==> src/hw/rtl/sspq_pkg.sv <==
// shared types, widths and status codes for the stable sorted priority queue
package sspq_pkg;

    localparam int DEPTH_DEFAULT = 16;
    localparam int VALUE_W       = 32;
    localparam int PRIO_W        = 8;
    localparam int STATUS_W      = 2;
    localparam int OCC_W         = 5;

    localparam logic [STATUS_W-1:0] ST_OK    = 2'd0;
    localparam logic [STATUS_W-1:0] ST_EMPTY = 2'd1;
    localparam logic [STATUS_W-1:0] ST_FULL  = 2'd2;

    localparam logic CMD_INSERT = 1'b0;
    localparam logic CMD_REMOVE = 1'b1;

    // one slot of the queue
    typedef struct packed {
        logic                      valid;
        logic signed [VALUE_W-1:0] value;
        logic [PRIO_W-1:0]         prio;
    } entry_t;

    // operation broadcast to every cell
    typedef struct packed {
        logic                      ins;
        logic                      rem;
        logic signed [VALUE_W-1:0] value;
        logic [PRIO_W-1:0]         prio;
    } op_t;

endpackage

==> src/hw/rtl/stable_sorted_priority_queue.sv <==
// top level: chain of queue cells, occupancy counter and result register
//
// channel | direction | tdata (low bit up)              | tuser
// s_      | in        | value[31:0] prio[39:32]         | cmd[0]
// m_      | out       | status[1:0] head_valid[2]       | -
//         |           | head_value[34:3] head_prio[42:35] occupancy[47:43]
//
// one transaction per cycle while s_tready is high: every cell compares against the new
// priority at once and all cells shift by one place together.
// the result appears the cycle after the input is taken and holds while m_tready is low;
// s_tready is high whenever the result register is empty or being drained.
// reset clears the valid bit of every cell and the count, no clearing pass.
module stable_sorted_priority_queue #(
    parameter int DEPTH = sspq_pkg::DEPTH_DEFAULT
) (
    input  logic        aclk,
    input  logic        aresetn,
    input  logic        s_tvalid,
    output logic        s_tready,
    input  logic [39:0] s_tdata,   // value[31:0], prio[39:32]
    input  logic [0:0]  s_tuser,   // cmd[0]
    output logic        m_tvalid,
    input  logic        m_tready,
    output logic [47:0] m_tdata    // status, head_valid, head_value, head_prio, occupancy
);
    import sspq_pkg::*;

    localparam int CW = $clog2(DEPTH + 1);

    entry_t          ent  [DEPTH];
    logic            take [DEPTH];
    logic [DEPTH-1:0] valid_vec;
    op_t             op;

    logic            accept;
    logic            full;
    logic            empty;
    logic [CW-1:0]   count_reg;
    logic [CW-1:0]   count_next;
    logic [STATUS_W-1:0] status_reg;
    logic [STATUS_W-1:0] status_next;
    logic            m_valid_reg;
    logic [CW+OCC_W-1:0] count_ext;
    logic signed [VALUE_W-1:0] head_value;
    logic [PRIO_W-1:0] head_prio;

    assign s_tready = !m_valid_reg || m_tready;
    assign accept   = s_tvalid && s_tready;
    assign full     = ent[DEPTH-1].valid;
    assign empty    = !ent[0].valid;

    assign op.ins   = accept && (s_tuser[0] == CMD_INSERT) && !full;
    assign op.rem   = accept && (s_tuser[0] == CMD_REMOVE) && !empty;
    assign op.value = s_tdata[VALUE_W-1:0];
    assign op.prio  = s_tdata[VALUE_W+PRIO_W-1:VALUE_W];

    genvar i;
    generate
        for (i = 0; i < DEPTH; i++) begin : g_cell
            entry_t left_e;
            logic   left_t;
            entry_t right_e;
            if (i == 0) begin : g_first
                assign left_e = '0;
                assign left_t = 1'b0;
            end else begin : g_inner
                assign left_e = ent[i-1];
                assign left_t = take[i-1];
            end
            if (i == DEPTH - 1) begin : g_last
                assign right_e = '0;
            end else begin : g_body
                assign right_e = ent[i+1];
            end
            sspq_cell u_cell (
                .aclk        (aclk),
                .aresetn     (aresetn),
                .op          (op),
                .left_entry  (left_e),
                .left_take   (left_t),
                .right_entry (right_e),
                .entry       (ent[i]),
                .take        (take[i])
            );
            assign valid_vec[i] = ent[i].valid;
        end
    endgenerate

    always_comb begin
        count_next  = count_reg;
        status_next = ST_OK;
        if (accept) begin
            unique case (s_tuser[0])
                CMD_INSERT: begin
                    if (full) begin
                        status_next = ST_FULL;
                    end else begin
                        count_next = count_reg + 1'b1;
                    end
                end
                CMD_REMOVE: begin
                    if (empty) begin
                        status_next = ST_EMPTY;
                    end else begin
                        count_next = count_reg - 1'b1;
                    end
                end
                default: begin
                    status_next = ST_OK;
                end
            endcase
        end
    end

    always_ff @(posedge aclk) begin
        if (!aresetn) begin
            count_reg   <= '0;
            m_valid_reg <= 1'b0;
        end else begin
            count_reg <= count_next;
            if (accept) begin
                m_valid_reg <= 1'b1;
            end else if (m_tready) begin
                m_valid_reg <= 1'b0;
            end
        end
    end

    always_ff @(posedge aclk) begin
        if (accept) begin
            status_reg <= status_next;
        end
    end

    // cells and count only move on an accepted transaction, which also reloads the result
    assign count_ext  = {{OCC_W{1'b0}}, count_reg};
    assign head_value = ent[0].valid ? ent[0].value : '0;
    assign head_prio  = ent[0].valid ? ent[0].prio  : '0;

    assign m_tvalid = m_valid_reg;
    assign m_tdata  = {count_ext[OCC_W-1:0], head_prio, head_value, ent[0].valid, status_reg};

`ifndef SYNTHESIS
    logic [DEPTH:0] valid_plus_one;
    assign valid_plus_one = {1'b0, valid_vec} + {{DEPTH{1'b0}}, 1'b1};

    // count always equals the number of occupied cells
    a_count_matches: assert property (@(posedge aclk) disable iff (!aresetn)
        $countones(valid_vec) == count_reg)
        else $error("occupancy count disagrees with cell valid bits");

    // occupied cells form one run from the head
    a_contiguous: assert property (@(posedge aclk) disable iff (!aresetn)
        $onehot(valid_plus_one))
        else $error("gap in occupied cells");

    // a rejected insert leaves the count alone
    a_full_drop: assert property (@(posedge aclk) disable iff (!aresetn)
        accept && (s_tuser[0] == CMD_INSERT) && full |=> count_reg == $past(count_reg))
        else $error("insert into full queue changed the count");

    // removal from an empty queue reports an empty head
    a_empty_head: assert property (@(posedge aclk) disable iff (!aresetn)
        accept && (s_tuser[0] == CMD_REMOVE) && empty |=> m_tvalid && !m_tdata[2])
        else $error("removal from empty queue shows a head");
`endif

endmodule

==> src/hw/rtl/sspq_cell.sv <==
// one slot of the shift-register queue with its own priority comparator
module sspq_cell (
    input  logic            aclk,
    input  logic            aresetn,
    input  sspq_pkg::op_t    op,
    input  sspq_pkg::entry_t left_entry,
    input  logic            left_take,
    input  sspq_pkg::entry_t right_entry,
    output sspq_pkg::entry_t entry,
    output logic            take
);
    import sspq_pkg::*;

    entry_t entry_reg;
    entry_t entry_next;

    // slot lies at or behind the insert position: empty or strictly larger number
    assign take  = !entry_reg.valid || (entry_reg.prio > op.prio);
    assign entry = entry_reg;

    always_comb begin
        entry_next = entry_reg;
        if (op.ins) begin
            if (take) begin
                if (left_take) begin
                    entry_next = left_entry;
                end else begin
                    entry_next.valid = 1'b1;
                    entry_next.value = op.value;
                    entry_next.prio  = op.prio;
                end
            end
        end else if (op.rem) begin
            entry_next = right_entry;
        end
    end

    // only the valid bit needs a reset value
    always_ff @(posedge aclk) begin
        if (!aresetn) begin
            entry_reg.valid <= 1'b0;
        end else begin
            entry_reg.valid <= entry_next.valid;
        end
        entry_reg.value <= entry_next.value;
        entry_reg.prio  <= entry_next.prio;
    end

endmodule

==> config.mk <==
export PLATFORM = sky130hd
export DESIGN_NAME = stable_sorted_priority_queue
export DESIGN_NICKNAME = d
export VERILOG_FILES = /design/src/hw/rtl/sspq_pkg.sv /design/src/hw/rtl/stable_sorted_priority_queue.sv /design/src/hw/rtl/sspq_cell.sv
export SDC_FILE = /design/constraint.sdc
export NUM_CORES = 2
export LEC_CHECK = 0
export BUFFER_PORTS_ARGS = -buffer_cell sky130_fd_sc_hd__buf_2
export CORE_ASPECT_RATIO = 0.5
export CORE_MARGIN = 2
export CORE_UTILIZATION = 27
export CTS_CLUSTER_SIZE = 25
export DETAILED_ROUTE_END_ITERATION = 12
export PLACE_DENSITY = 0.39
export SLEW_MARGIN = 15
export SYNTH_ARGS = -nofsm -noshare
export SYNTH_HDL_FRONTEND = slang
export SYNTH_SLANG_ARGS = --single-unit
==> constraint.sdc <==
create_clock -name aclk -period 5.2 [get_ports aclk]
set_input_delay 0.26 -clock aclk [delete_from_list [all_inputs] [get_ports aclk]]
set_output_delay 0.26 -clock aclk [all_outputs]
set_load 0.03 [all_outputs]
Word level (Yosys, flattened, before mapping)
Index checks and enable logic that the tools add are counted.

Register bits: 664. Memory bits (read-only): 0. Latch bits: 0. Bits in writable memories: 0. Logic and storage cells: 219. Memories: 0.

Multiplexer cells: 73. Reduce and logical (&&, ||, !) cells: 58. Shifts and indexed selects: 0. Div/mod/pow operators: 0. Multiply operators: 0. $lt $le $gt $ge: 16. Equal/unequal tests: 18. Bitwise gates (word level): 1. $add $sub $neg: 2.

Operator list (number): 41-bit two-way mux (63); 8-bit greater-than comparator (16); 32-bit two-way mux (1); 2-bit AND reduction (16); 2-bit by 1-bit != test with 1-bit output, second input constant (15); 1-bit logical NOT (17); 1-bit logical OR (17); 5-bit two-way mux (2); 5-bit one-hot mux with 2 select lines (1); 8-bit two-way mux (1); 2-bit != test, second input constant (3); 5-bit by 1-bit adder with 5-bit output, second input constant (1); 1-bit logical AND (5); 5-bit by 1-bit subtractor with 5-bit output, second input constant (1); 2-bit one-hot mux with 2 select lines (1); 2-bit nonzero test (2); 1-bit two-way mux (3); 3-bit AND reduction (1); 2-bit two-way mux (1); 1-bit inverter (1).

Logic depth before layout (Yosys ltp)
Depth in word-level cells: 7. Mapped depth: 12.

Modules after synthesis
From an unflattened synthesis, not the netlist that was laid out.

Cell total of the unflattened synthesis: 3504. Area total of the unflattened synthesis: 38080.3 µm².

By module, submodules not included: sspq_cell (instances 16, cells each 213, area each 2333.5 µm², sequential area each 1221.2 µm²); stable_sorted_priority_queue (instances 1, cells each 96, area each 744.5 µm², sequential area each 180.2 µm²).

Least setup slack after synthesis
OpenSTA, ideal clock, no wires.

Kind: input to register. Start: input s_tdata[33]. End: register g_cell[1].u_cell.entry_reg (netlist bit g_cell[1].u_cell.entry[0]), enable pin. Library setup time: 0.493 ns. Setup slack: -0.499 ns. Stages: 11. Required time: 4.707 ns. Data arrival time: 5.206 ns. Cell sequence: clkbuf_1 > clkbuf_1 > inv_1 > ha_1 > nor2b_1 > o211ai_1 > a211o_1 > and3_1 > clkbuf_1 > clkbuf_1 > o21ai_0.

Longest elaborated chain between the ends: 4.

Ends and longest elaborated chain: start, declared (line stable_sorted_priority_queue.sv:20) `input logic [39:0] s_tdata,`; 8-bit greater-than comparator (line sspq_cell.sv:18) `assign take = !entry_reg.valid || (entry_reg.prio > op.prio);`; 1-bit logical OR (line sspq_cell.sv:18); 2-bit by 1-bit != test with 1-bit output (no line); 2-bit AND reduction (no line); end, declared (line sspq_cell.sv:14) `entry_t entry_reg;`.

Every way passes these cells. A chain may end at the register's enable or synchronous reset.

==> results by group <==
Run status
  – Outcome: completed

Yosys
  – Syn_nets: 3,871
  – Mean post-synth cell area: 9.98 um^2
  – EDFF count, synth: 642
  – Async SR Flop Fraction: 0
  – Seq/Total Area, Yosys: 0.534
  – Mapped Cells: 3,702
  – YS warnings: 0
  – Most used flip-flop cell after synthesis: edfxtp_1
  – Synth unique cells: 47
  – Number of synthesized register bits: 664
  – Synth Cell Area: 36,900 um^2

Floorplan
  – Die area: 140,000 um^2
  – Starting density of the core: 0.274
  – Height of the die: 266 um
  – Rows: 95
  – # IOs: 95
  – Die Wd: 527 um
  – CORE AREA: 135,000 um^2

GRT
  – Initial antenna violation count: 7
  – First-pass GRT wire length: 183,000 um
  – Number of global-route vias before repair: 28,800
  – GRT overflow: 0
  – GRT Total Usage: 0.170
  – Largest net degree at the start of global routing: 181

STA
  – Hold Vio Cnt, Final: 0
  – Final count of pins violating max slew: 0
  – Worst Skew: 0.0231 ns
  – Endpoints failing setup: 0
  – RSZ-0062 raised after global routing: false
  – Part of the cycle the worst path needs: 0.646
  – Rel. slew slack: 0.223
  – Fmax: 0.298 GHz
  – Tmin final: 3.36 ns
  – Setup TNS: 0 ns
  – Slew of the pin with the lowest slew margin: 1.17 ns

Clock tree
  – Clock root cell: clkbuf_16
  – CTS buffer count: 71
  – Skew-Pair Late Insertion Delay: 0.67 ns
  – H-tree depth: 3
  – Clock sinks: 664
  – TritonCTS clock tree: yes
  – Post-cts gate resize count: 0
  – CTS max path bufs: 3
  – Clock slew seen by the registers of the worst setup and hold paths: 0.07 ns

Critical path
  – R2R Path Start: g_cell[15].u_cell.entry[40]
  – Arrival time of the worst setup path: 3.85 ns
  – Worst path buffer plus inverter count: 2
  – Max stage delay on crit path: 0.83 ns
  – Critical path startpoint category: input pin
  – Critical path origin: s_tdata[36]
  – Slowest-stage cell, CP: nand2_2
  – Crit-path leading delay family: simple AND/OR/NAND/NOR gates
  – Number of cells on the critical path: 9
  – Critical path class: input pin to flop
  – CP required: 5.69 ns
  – Critical path, cell by cell: buf_2 -> inv_1 -> ha_1 -> nand4_1 -> or3_2 -> nand2_2 -> nor2_1 -> mux2_2 -> nor3_1
  – CP Max Fanout: 41
  – R2R depth: 4
  – CP Capture Type: flop

Job
  – Max-cap check violation count: 0

Power
  – Worst VDD drop: 0.188 mV
  – Switching Fraction: 0.278
  – Flop pwr share: 0.502
  – PD cells: 316 nW/um^2
  – Clock Power Share: 0.377
  – Leak pwr: 14.8 nW
  – Comb pwr share: 0.121
  – Psw: 0.00363 W
  – Internal cell power: 0.00946 W
  – Final Power: 0.0131 W

Drt
  – Drc violations: 0
  – Pre-antenna DRT Iters: 5
  – Final wirelength: 121,000 um
  – Routed vias/inst: 5.12
  – Avg WL per Cell: 22.2 um
  – Starting DRT DRC Count: 1,782
  – Via count: 27,900
  – Routed Antenna Nets: 0

Hold path
  – HP Start: aresetn
  – Hold path depth: 2
  – Worst hold path type: input pin to flop

Finish
  – Max FFs per register: 656
  – Share of cells above drive strength 1: 0.0941
  – Fillers: 14,100
  – Synth-to-Final Area Change: 12.1%
  – Ant. Diodes: 0
  – Nets@finish: 3,775

Placed design
  – I/O Buffers: 94
  – Routability cong.: 0.769
  – DP HPWL: 76,500 um
[cell families (layout without fill, tap and decap cells)]
logic type | Yosys count | in the layout | share of synthesized area
simple gates | 1235 | 1235 | 0.138
flops | 664 | 664 | 0.534
fa+ha+maj | 124 | 124 | 0.0422
mux | 403 | 403 | 0.111
compound gates | 892 | 892 | 0.129
xor+xnor | 3 | 3 | 0.000712
buf+inv | 381 | 334 | 0.0456
[path summary, 6_finish.rpt]
| check | to | slack [ns] |
|---|---|---|
| worst max-delay path | g_cell[1].u_cell.entry[25] | 1.84 |
| worst min-delay path | g_cell[1].u_cell.entry[40] | 0.10 |
| worst min register to register | count_reg[4] | 0.47 |
| worst max register to register | g_cell[0].u_cell.entry[25] | 2.03 |
[layout by cell type (no fill, tap or decap), types with 3 or more instances in the layout]
| cell | netlist | routed |
|---|---|---|
| nand2_1 | 684 | 684 |
| edfxtp_1 | 642 | 642 |
| a21oi_1 | 374 | 374 |
| mux2i_1 | 363 | 363 |
| o21ai_0 | 367 | 352 |
| nor2_1 | 304 | 304 |
| ha_1 | 123 | 123 |
| buf_2 | 73 | 94 |
| nor3_1 | 83 | 80 |
| clkbuf_16 | 0 | 73 |
| o21ai_1 | 72 | 72 |
| nand3_1 | 56 | 54 |
| buf_4 | 35 | 47 |
| inv_1 | 43 | 43 |
| and2_1 | 44 | 43 |
| mux2_2 | 40 | 40 |
| nand4_1 | 30 | 30 |
| buf_12 | 0 | 25 |
| dfxtp_1 | 22 | 21 |
| nor2b_1 | 20 | 20 |
| o211ai_1 | 16 | 16 |
| o21ai_4 | 0 | 15 |
| clkbuf_1 | 215 | 14 |
| clkinv_1 | 0 | 14 |
| a21o_1 | 13 | 13 |
| clkinv_2 | 0 | 13 |
| a211oi_4 | 0 | 10 |
| o22ai_1 | 9 | 9 |
| a32o_1 | 9 | 9 |
| a22oi_1 | 5 | 5 |
| or3_2 | 0 | 4 |
| o311a_1 | 4 | 4 |
| clkinv_8 | 0 | 4 |
| a211oi_1 | 3 | 3 |
| nor3_2 | 0 | 3 |
| xnor2_1 | 3 | 3 |
| o221ai_1 | 3 | 3 |
| dlygate4sd3_1 | 0 | 3 |
[cell usage after synthesis, types with 11 or more instances]
cell type	count	area (um^2)
nand3_1	56	280
ha_1	123	1540
nor3_1	83	415
buf_2	73	365
clkbuf_1	215	807
edfxtp_1	642	19300
nor2b_1	20	125
buf_1	11	41.3
a21oi_1	374	1870
mux2i_1	363	3630
nor2_1	304	1140
o211ai_1	16	120
dfxtp_1	22	440
a21o_1	13	97.6
nand2_1	684	2570
o21ai_0	367	1840
buf_4	35	263
mux2_2	40	450
o21ai_1	72	360
and2_1	44	275
inv_1	43	161
nand4_1	30	188
[timing repair]
item                      in CTS  in global routing
setup buffers                  0                  0
hold buffers                   3                  0
hold endpoints to repair       2                  0
[metrics by stage]
step,hold slack (ns),instances,cell area (um^2),setup WS [ns],utilization
after detailed placement,0.467,5324,39300,1.25,0.291
after global routing,0.0869,5449,41400,1.73,0.307
after floorplan,0.386,3702,36900,0.583,-
final,0.102,5449,41400,1.84,0.307
after CTS,0.0469,5449,41400,1.98,0.307
after global placement,0.454,5324,39300,1.27,0.291
[cell type report]
class                           count  area [um^2]  area share
Multi-Input combinational cell   2657        15800       0.382
Sequential cell                   664        19700       0.476
Inverter                           43          161     0.00390
Timing Repair Buffer              169         1350      0.0327
Clock buffer                       89         1910      0.0460
Tap cell                         1794         2240      0.0542
Clock inverter                     33          211     0.00510
[routing by layer]
| metal | wire length, um | part of all wire | up-vias | global-route usage |
|---|---|---|---|---|
| met3 | 4950 | 0.041 | 138 | 0.0249 |
| met4 | 2140 | 0.018 | 12 | 0.0382 |
| met5 | 59 | 0.00049 | - | 0 |
| met1 | 58000 | 0.48 | 14200 | 0.238 |
| met2 | 55600 | 0.46 | 515 | 0.277 |
| li1 | - | - | 13000 | - |
[worst reg2reg max path, cell delays in order (launching register included)]
cell and delay (ns):
dfxtp_1 0.39, nor4b_4 0.61, nand2_2 0.80, o21ai_4 0.36, buf_4 0.58
[power by group through the flow]
stage	clock (W)	sequential (W)	combinational [W]
after CTS	0.00513	0.00658	0.00160
final	0.00494	0.00657	0.00158
after detailed placement	0	0.00669	0.00160
after global routing	0.00531	0.00661	0.00179
after global placement	0	0.00669	0.00157
after floorplan	0	0.00661	0.00108
Note: power is estimated with default switching activity, not from simulation.
